## src/zud_ram.sv

```systemverilog
// simple dual port memory with registered read
`default_nettype none

module zud_ram #(
    parameter int DEPTH = 256,
    parameter int DW    = 8
) (
    input  wire                      clk,
    input  wire                      we,
    input  wire  [$clog2(DEPTH)-1:0] waddr,
    input  wire  [DW-1:0]            wdata,
    input  wire  [$clog2(DEPTH)-1:0] raddr,
    output logic [DW-1:0]            rdata
);

    logic [DW-1:0] mem [DEPTH];

    // write port
    always_ff @(posedge clk)
    begin
        if (we)
            mem[waddr] <= wdata;
    end

    // read port
    always_ff @(posedge clk)
    begin
        rdata <= mem[raddr];
    end

endmodule

`default_nettype wire

```

## config.mk

```make
export PLATFORM = sky130hd
export DESIGN_NAME = zud_ram
export DESIGN_NICKNAME = d
export VERILOG_FILES = /design/src/zud_ram.sv
export SDC_FILE = /design/constraint.sdc
export NUM_CORES = 2
export LEC_CHECK = 0
export BUFFER_PORTS_ARGS = -buffer_cell sky130_fd_sc_hd__buf_2
export CAP_MARGIN = 15
export CELL_PAD_IN_SITES_DETAIL_PLACEMENT = 1
export CELL_PAD_IN_SITES_GLOBAL_PLACEMENT = 2
export CORE_MARGIN = 2
export CORE_UTILIZATION = 50
export CTS_CLUSTER_DIAMETER = 100
export CTS_CLUSTER_SIZE = 14
export DETAILED_ROUTE_END_ITERATION = 8
export PLACE_DENSITY_LB_ADDON = 0.1
export SLEW_MARGIN = 20
export SYNTH_ARGS = -nofsm -noshare
export SYNTH_HDL_FRONTEND = slang
export SYNTH_SLANG_ARGS = --single-unit
export TNS_END_PERCENT = 30
```

## constraint.sdc

```tcl
create_clock -name clk -period 6.84 [get_ports clk]
set_input_delay 1.368 -clock clk [delete_from_list [all_inputs] [get_ports clk]]
set_output_delay 1.368 -clock clk [all_outputs]
set_load 0.01 [all_outputs]
```

==> qor.csv <==
metric,value,unit
status,finished clean,
fmax,230,MHz
crit end category,flop,
RSZ-0062 raised after global routing,false,
leakage power,0.0261,uW
post-DR wirelength/cell,35.9,um
GRT Residual Overflow,0,
nets@finish,3814,
Fin Setup TNS,0,ps
Multi-input gate area,0.0166,mm^2
clk_lat worst skew,820,ps
io pins,34,
mapped cell area,0.0796,mm^2
WHS Path Cells,1,
Worst EP arrival,5010,ps
P&R area growth vs syn,8.67,%
"setup slack, reg-to-reg",3950,ps
Iteration-0 DRC Markers,4585,
via density per instance,6.50,
syn_nets,3759,
DRC viols,0,
crit start category,input pin,
Worst IR Drop VDD,0.282,mV
Rel. slew slack,13.2,%
reg2reg end,rdata[0],
pre-CTS worst setup slack,1690,ps
Fill cells,13300,
worst-margin pin slew,1300,ps
CTS buffer count,164,
number of synthesized flops with an enable pin,2048,
Max-cap violations,0,
first-pass GRT wire length,306,mm
clock sink count,2056,
root buffer cell,clkbuf_16,
Global Route Usage Sum,26.5,%
WP data required,7500,ps
crit path cell chain,buf_8 > buf_12 > buf_4 > mux2i_1 > o22ai_1 > o21ai_0 > nand3_1 > nor4_1 > nor4_1,
total die area,0.162,mm^2
Pwr Density,276,mW/mm^2
"commonest non-fill, non-tap cell in the layout",edfxtp_1,
share of cells above drive strength 1,20.5,%
Core Area,0.158,mm^2
final setup margin,2490,ps
drt pass-1 iters,5,
initial antenna violation count,7,
vias in the first global route,40300,
Max stage delay on crit path,940,ps
Sw Share,21.5,%
post-DP HPWL,131,mm
"Seq/Total Area, Yosys",77.5,%
NetSw,5140,uW
crit path kind,input pin to flop,
Seq pwr share,58.3,%
fin crit period,4350,ps
clk slew on worst S/H paths,70,ps
Routed WL,212,mm
Reg2Reg Launch Point,mem[83][0],
Cell variety after synth,55,
Synth async-reset ratio,0,%
"slowest stage cell, crit path",nor4_1,
cell row count,146,
Final Setup Violations,0,
Fin. Hold Viols,0,
PortBufs,33,
Die W,403,um
RePlAce Congestion,0.837,
Routed Antenna Nets,0,
Clk pwr share,36.3,%
worst min path class,input pin to flop,
Final Power,23900,uW
Final Skew,26.3,ps
Post-Synthesis Cells,3733,
hold endpoint,mem[224][3],
Max Fanout on Critical Path,61,
Synth Area per Inst,21.3,um^2
Synth Warn #,0,
Yosys reg bits,2056,
starting density of the core,50.3,%
Gate power share,5.3,%
Worst Min Path Start,wdata[3],
final period utilization,63.7,%
hold buffers post-CTS,0,
Post-CTS Setup Repair Bufs,0,
most frequent cells in the layout,"2048 x edfxtp_1, 454 x mux4_2, 279 x nor2_1, 168 x clkbuf_16, 134 x mux2i_1",
largest net degree at the start of global routing,201,
Reg area,0.0617,mm^2
Reg2Reg Depth,5,
CTS tree,done,
Crit path top cell by count,nor4_1,
Final Max Tran Viols,0,
Via Count,38400,
post-cts sizing count,0,
Max Root-Sink Buffers,3,
H-tree depth,4,
ys flop type,edfxtp_1,
Cell Int Power,18700,uW
die extent in y,403,um
## flip-flops by register name (all words and copies together), names as in the netlist
register,cells
mem,2048
rdata,8
## cells in the mapped netlist, types with 31 or more instances
cell,count,area share (%)
o221ai_1,46,0.51
edfxtp_1,2048,77
nor2b_1,31,0.24
a21oi_1,96,0.60
nor2_1,282,1.3
mux4_2,454,13
nand2_1,33,0.16
mux2i_1,134,1.7
clkbuf_1,111,0.52
buf_2,31,0.20
a22oi_1,133,1.3
nand3_1,34,0.21
## through the flow
| stage | utilization (%) | cells | hold WS [ps] | cell area, um^2 |
|---|---|---|---|---|
| 5_1_grt | 54.6 | 5907 | 1050 | 86400 |
| 4_1_cts | 54.6 | 5907 | 1020 | 86400 |
| 3_3_place_gp | 51.8 | 5690 | 1050 | 81900 |
| 2_1_floorplan | - | 3733 | 770 | 79600 |
| 3_5_place_dp | 51.8 | 5694 | 1080 | 82000 |
| 6_report | 54.6 | 5909 | 1040 | 86500 |
## cell families (layout without fill, tap and decap cells)
kind of cell	Yosys count	after routing	share of synthesized area (%)
AOI/OAI and AO/OA	385	385	3.42
buffers and inverters	235	337	1.83
and+or+nand+nor	466	466	2.63
other	0	2	0
DFF	2056	2056	77.5
muxes	591	591	14.6
## metal layers
metal	track usage, %	routed length (um)	vias to the layer above
met1	38.4	89800	21000
met3	4.35	13800	279
li1	-	-	15700
met5	0	25	-
met4	6.33	4890	4
met2	42.7	103000	1458
## power by group through the flow
stage               Sequential [uW]  Combinational (uW)  Clock [uW]
global route                  13900                1340        9210
CTS                           13900                1280        8820
floorplan                     14200                 675           0
global placement              14200                1240           0
finish                        13900                1270        8670
detailed placement            14200                1280           0
## how the worst max path moves through the flow
stage / cells past startpoint / start / slack [ps] / endpoint
after floorplan: 9 / raddr[0] / 3530 / rdata[2]
after global placement: 8 / raddr[0] / 880 / rdata[0]
after detailed placement: 9 / raddr[0] / 1690 / rdata[7]
after CTS: 9 / raddr[0] / 2550 / rdata[7]
after global routing: 8 / raddr[0] / 2340 / rdata[5]
final: 9 / raddr[0] / 2490 / rdata[7]
## final cells by class
class | instances | share of cell area (%)
clock inverter | 11 | 0.149
antenna | 2 | 0.00579
timing repair buffer | 122 | 1.35
clock buffer | 202 | 5.01
tap | 2072 | 3.00
sequential | 2056 | 71.3
multi-input combinational | 1442 | 19.2
inverter | 2 | 0.00868
## critical path, delay by kind of cell
kind	cells	cell delay, ps
mux	1	230
simple gates	3	1380
buf+inv	3	1260
compound gates	2	520
No activity file was read; power rests on OpenSTA's default activity.
