**src/zud_pkg.sv**
```systemverilog
// shared constants, types and helper functions for the zip reduce decoder
`default_nettype none

package zud_pkg;

    localparam int WINDOW_SIZE_DEF = 16384;
    localparam int OUT_LANES_DEF   = 8;
    localparam int MAX_LANES       = 8;
    localparam int FOLLOW_AW       = 6;
    localparam int FOLLOW_DEPTH    = 256 * (2 ** FOLLOW_AW);

    localparam logic [7:0] DLE_CODE = 8'd144;

    // configuration register indexes
    localparam logic CFG_FACTOR   = 1'b0;
    localparam logic CFG_OUT_SIZE = 1'b1;

    // stream phases
    typedef enum logic [1:0] {
        PH_COUNT  = 2'd0,
        PH_FOLLOW = 2'd1,
        PH_DECODE = 2'd2,
        PH_DONE   = 2'd3
    } phase_t;

    // request from the sequencer to the lane packer
    typedef struct packed {
        logic       push;
        logic       flush;
        logic [7:0] data;
        logic       done;
    } pk_req_t;

    // out of range factors fold to the nearest legal one
    function automatic logic [2:0] factor_clamp(input logic [2:0] r);
        logic [2:0] f;
        begin
            if (r == 3'd0)
                f = 3'd1;
            else if (r > 3'd4)
                f = 3'd4;
            else
                f = r;
            return f;
        end
    endfunction

    function automatic logic [7:0] len_mask(input logic [2:0] f);
        logic [7:0] m;
        begin
            unique case (f)
                3'd1:    m = 8'h7f;
                3'd2:    m = 8'h3f;
                3'd3:    m = 8'h1f;
                default: m = 8'h0f;
            endcase
            return m;
        end
    endfunction

    function automatic logic [3:0] dist_shift(input logic [2:0] f);
        logic [3:0] s;
        begin
            unique case (f)
                3'd1:    s = 4'd7;
                3'd2:    s = 4'd6;
                3'd3:    s = 4'd5;
                default: s = 4'd4;
            endcase
            return s;
        end
    endfunction

    function automatic logic [3:0] dist_mask(input logic [2:0] f);
        logic [3:0] m;
        begin
            unique case (f)
                3'd1:    m = 4'h1;
                3'd2:    m = 4'h3;
                3'd3:    m = 4'h7;
                default: m = 4'hf;
            endcase
            return m;
        end
    endfunction

    // width of a follower index, at least one bit
    function automatic logic [3:0] index_bits(input logic [5:0] cnt);
        logic [3:0] b;
        begin
            b = 4'd1;
            for (int i = 1; i < 8; i++) begin
                if ((9'd1 << i) < {3'b000, cnt})
                    b = 4'(i + 1);
            end
            return b;
        end
    endfunction

endpackage

`default_nettype wire

```
**src/zud_packer.sv**
```systemverilog
// collects decoded bytes into lanes and holds the output register
`default_nettype none

module zud_packer #(
    parameter int OUT_LANES = 8
) (
    input  wire              clk,
    input  wire              rst_n,
    input  zud_pkg::pk_req_t req,
    output logic             ready,
    output logic             m_tvalid,
    input  wire              m_tready,
    output logic [71:0]      m_tdata,   // byte0..byte7, byte_count, zero pad
    output logic             m_tlast,   // run_last
    output logic             m_tuser    // stream_done
);
    import zud_pkg::*;

    localparam int LANES = (OUT_LANES > MAX_LANES) ? MAX_LANES :
                           ((OUT_LANES < 1) ? 1 : OUT_LANES);
    localparam int IW = (LANES > 1) ? $clog2(LANES) : 1;
    localparam logic [3:0] LANES_C = 4'(LANES);

    logic [MAX_LANES-1:0][7:0] buf_reg, buf_next;
    logic [3:0]                bcnt_reg, bcnt_next;
    logic [MAX_LANES-1:0][7:0] obytes_reg, obytes_next;
    logic [3:0]                ocnt_reg, ocnt_next;
    logic                      ovalid_reg, ovalid_next;
    logic                      olast_reg, olast_next;
    logic                      odone_reg, odone_next;
    logic                      out_free;

    assign out_free = !ovalid_reg || m_tready;

    // a full buffer or a final flush needs the output register free
    always_comb
    begin
        if (req.flush)
            ready = (bcnt_reg == 4'd0) || out_free;
        else
            ready = (bcnt_reg < LANES_C) || out_free;
    end

    always_comb
    begin
        buf_next    = buf_reg;
        bcnt_next   = bcnt_reg;
        obytes_next = obytes_reg;
        ocnt_next   = ocnt_reg;
        olast_next  = olast_reg;
        odone_next  = odone_reg;
        ovalid_next = ovalid_reg && !m_tready;
        if (req.push && ready) begin
            if (bcnt_reg == LANES_C) begin
                obytes_next = buf_reg;
                ocnt_next   = bcnt_reg;
                olast_next  = 1'b0;
                odone_next  = 1'b0;
                ovalid_next = 1'b1;
                buf_next    = '0;
                buf_next[0] = req.data;
                bcnt_next   = 4'd1;
            end else begin
                buf_next[bcnt_reg[IW-1:0]] = req.data;
                bcnt_next = bcnt_reg + 4'd1;
            end
        end else if (req.flush && ready && (bcnt_reg != 4'd0)) begin
            obytes_next = buf_reg;
            ocnt_next   = bcnt_reg;
            olast_next  = 1'b1;
            odone_next  = req.done;
            ovalid_next = 1'b1;
            buf_next    = '0;
            bcnt_next   = 4'd0;
        end
    end

    // control state
    always_ff @(posedge clk or negedge rst_n)
    begin
        if (!rst_n) begin
            bcnt_reg   <= 4'd0;
            ovalid_reg <= 1'b0;
            buf_reg    <= '0;
        end else begin
            bcnt_reg   <= bcnt_next;
            ovalid_reg <= ovalid_next;
            buf_reg    <= buf_next;
        end
    end

    // payload
    always_ff @(posedge clk)
    begin
        obytes_reg <= obytes_next;
        ocnt_reg   <= ocnt_next;
        olast_reg  <= olast_next;
        odone_reg  <= odone_next;
    end

    assign m_tvalid = ovalid_reg;
    assign m_tdata  = {4'b0000, ocnt_reg, obytes_reg};
    assign m_tlast  = olast_reg;
    assign m_tuser  = odone_reg;

endmodule

`default_nettype wire

```
**config.mk**
```make
export PLATFORM = sky130hd
export DESIGN_NAME = zud_packer
export DESIGN_NICKNAME = d
export VERILOG_FILES = /design/src/zud_pkg.sv /design/src/zud_packer.sv
export SDC_FILE = /design/constraint.sdc
export NUM_CORES = 1
export LEC_CHECK = 0
export ABC_AREA = 1
export BUFFER_PORTS_ARGS = -buffer_cell sky130_fd_sc_hd__buf_2
export CAP_MARGIN = 30
export CELL_PAD_IN_SITES_DETAIL_PLACEMENT = 2
export CELL_PAD_IN_SITES_GLOBAL_PLACEMENT = 2
export CORE_MARGIN = 8
export CORE_UTILIZATION = 33
export DETAILED_ROUTE_END_ITERATION = 6
export PLACE_DENSITY_LB_ADDON = 0.05
export SETUP_SLACK_MARGIN = 0.5
export SYNTH_ARGS = -nofsm -noshare
export SYNTH_HDL_FRONTEND = slang
export SYNTH_SLANG_ARGS = --single-unit
```
**constraint.sdc**
```tcl
create_clock -name clk -period 7.02 [get_ports clk]
set_input_delay 0 -clock clk [delete_from_list [all_inputs] [get_ports clk]]
set_output_delay 0 -clock clk [all_outputs]
set_load 0.005 [all_outputs]
```
==> metrics.cfg <==
[setup_path]
crit_chain=inv_1 -> ha_1 -> nand3_4 -> nand4_1 -> o21ai_4 -> buf_4
cpLargestDelayFamily=buffers and inverters
worst-path-max-fanout=49
worstSetupPathType=flip-flop to flip-flop
critPathLaunchType=flip-flop
path_buf_inv=2
r2r_setup_slack_ns=3.87
critPathRequiredTime_ns=7.07
cpMaxStageDelayCell=buf_4
critical_path_arrival_ns=3.19
max_stage_delay_ns=0.64
setup.worst_path.end_class=flip-flop

[routing]
dr.pass1.iters=4
wl_per_cell_um=19.4
dr_total_vias=3580
remaining_drc_errors=0
routed_via_density=4.79
first_iter_violations=196
routed_wl_mm=14.5
ant_nets=0

[clock_tree]
htree_num_levels=4
clock_latency_ns=0.42
cts_made_buffers=17
cts.repair.resized=0
clk_pin_slew_worst_paths_ns=0.06
clockBufferDepth=2
clock_sinks=139
root_buffer=clkbuf_16
postCtsSetupRepairBufs=0
cts_tree=yes

[floorplan]
core_um2=15700
start_util_pct=33.3
design.die.area_um2=20100
row_count=46
io_pins=90
fp.dieH_um=142
die_w_um=142

[job]
maxCapViolations=0

[sta]
final-setup-viol-count=0
relSlewSlack_pct=47.8
hold_violations=0
tns_ns=0
clock_skew_ns=0.00984
timing.final.crit_share_pct=44.8
worst_slack_ns=3.87
grt_setup_unrepaired=false
max_freq_ghz=0.318
worst_pin_slew_ns=0.780
finalCriticalPeriod_ns=3.15
drv_slew=0

[layout]
fin_area_um2=6530
nNetsFinal=535
layout-drive-gt1-share_pct=24.6
area_growth_pct=24.9
antennaDiodeCount=0

[run_status]
run_status=completed

[power]
p_total_mw=2.53
power_frac_seq_pct=46.4
comb_power_share_pct=18.9
ir_drop_mv=0.183
intPower_mw=1.78
powerDensity_nw_per_um2=387
pwr-share-clk_pct=34.6
switchingPower_uw=750
sw_frac_of_total_pct=29.6
leakagePower_nw=3.10

[synth]
synth.distinct_cells=25
syn_avg_cell_area_um2=12.4
netlist_area_um2=5230
postSynthCellCount=422
ys_warn_count=0
seq_area_frac_synth_pct=73.2
synth-seq-cells=139

[place]
place_hpwl_mm=8.74
io_buffers=85
gp_congestion=0.745
place_area_um2=5840
pre_cts_slack_ns=3.92

[worst_hold_path]
hp-class=input pin to flip-flop

[grt]
antenna_found_initial=0
grt.overflow.total=0
grt_pass1_vias=3999
grt_use_total_pct=15.4
grt_first_pass_wirelength_mm=23.2
grt_max_degree=70

[per-layer routing]
layer,vias up,GRT usage [%],wire length [um]
met3,16,4.03,685
met4,0,5.60,201
met1,1847,18.5,6190
li1,1647,-,-
met2,70,26.0,7430
met5,-,0,0
[cell families (layout without fill, tap and decap cells)]
family                     Yosys count  after routing  share of synthesized area, %
AOI/OAI and AO/OA                    6              6                         0.622
xor gates and xnor gates             1              1                         0.167
buffers and inverters               39            146                          3.66
adders and majority gates            2              2                         0.478
other                                1              4                        0.0717
and+or+nand+nor                    234            234                          21.8
DFF                                139            139                          73.2
[cells in the final DEF (no fill, tap or decap), drive strengths merged]
cell type    synthesis  routed
dlygate4sd3          0      10
dfrtp               69      69
nand4               34      34
clkbuf               6      24
buf                 18      89
xor2                 1       1
nor2                 3       3
clkinv               1       7
o211ai               1       1
nand3               59      59
nand2              138     138
edfxtp              70      70
bufinv               0       2
ha                   2       2
inv                 14      14
conb                 1       4
o21ai                5       5
[worst paths after layout]
path,startpoint,to,cells past startpoint
worst max-delay path,bcnt_reg[0]$_DFFE_PN0P_,m_tdata[44]$_DFFE_PP_,6
worst min-delay path,req[5],buf_reg[60]$_DFFE_PN0P_,3
worst max register to register,bcnt_reg[0]$_DFFE_PN0P_,m_tdata[44]$_DFFE_PP_,6
worst min register to register,buf_reg[20]$_DFFE_PN0P_,m_tdata[20]$_DFFE_PP_,0
max in group asynchronous,rst_n,buf_reg[39]$_DFFE_PN0P_,4
min in group asynchronous,rst_n,buf_reg[0]$_DFFE_PN0P_,3
[synth_stat cells]
cell | count | area share, %
o21ai_0 | 4 | 0.38
nand4_1 | 33 | 3.9
inv_1 | 12 | 0.86
inv_2 | 1 | 0.072
dfrtp_1 | 69 | 33
nand3_1 | 58 | 5.6
nor2_1 | 3 | 0.22
nand2_8 | 1 | 0.38
o211ai_1 | 1 | 0.14
buf_2 | 10 | 0.96
buf_6 | 2 | 0.43
buf_1 | 2 | 0.14
nand2_1 | 128 | 9.2
clkinv_1 | 1 | 0.072
conb_1 | 1 | 0.072
nand2_4 | 9 | 1.9
nand4_2 | 1 | 0.24
clkbuf_1 | 6 | 0.43
edfxtp_1 | 70 | 40
nand3_4 | 1 | 0.33
ha_1 | 2 | 0.48
o21ai_1 | 1 | 0.096
buf_4 | 4 | 0.57
xor2_1 | 1 | 0.17
inv_4 | 1 | 0.12
[metrics by stage]
stage,instances,utilization (%),hold slack (ns)
final,748,41.6,0.0186
after global routing,748,41.6,0.0166
after CTS,747,41.4,0.0000344
after detailed placement,705,37.2,0.311
after global placement,705,37.2,0.295
after floorplan,425,-,-0.296
[worst reg2reg max path, delay by kind of cell (launching register included)]
family	cells	cell delay, ns
adders and majority gates	1	0.28
buffers and inverters	2	0.83
DFF	1	0.51
and+or+nand+nor	2	0.57
AOI/OAI and AO/OA	1	0.51
[cell type report]
| type | count | area (um^2) |
|---|---|---|
| timing repair buffer | 99 | 568 |
| clock inverter | 8 | 92.6 |
| inverter | 15 | 58.8 |
| sequential | 139 | 3830 |
| multi-input combinational | 247 | 1230 |
| clock buffer | 24 | 482 |
| fill | 1625 | 9180 |
| tap | 216 | 270 |
[power by group through the flow]
stage                     logic [mW]  clock network [mW]  registers, mW
after detailed placement       0.482                   0           1.19
after global routing           0.542               0.929           1.20
after floorplan                0.286                   0           1.18
after global placement         0.469                   0           1.19
after CTS                      0.494               0.896           1.18
final                          0.479               0.876           1.18
[timing repair]
| action | CTS | global route |
|---|---|---|
| hold buffers | 10 | 0 |
| hold endpoints to repair | 104 | 0 |
| setup endpoints to repair | 0 | 0 |
(Power assumes the default switching activity.)
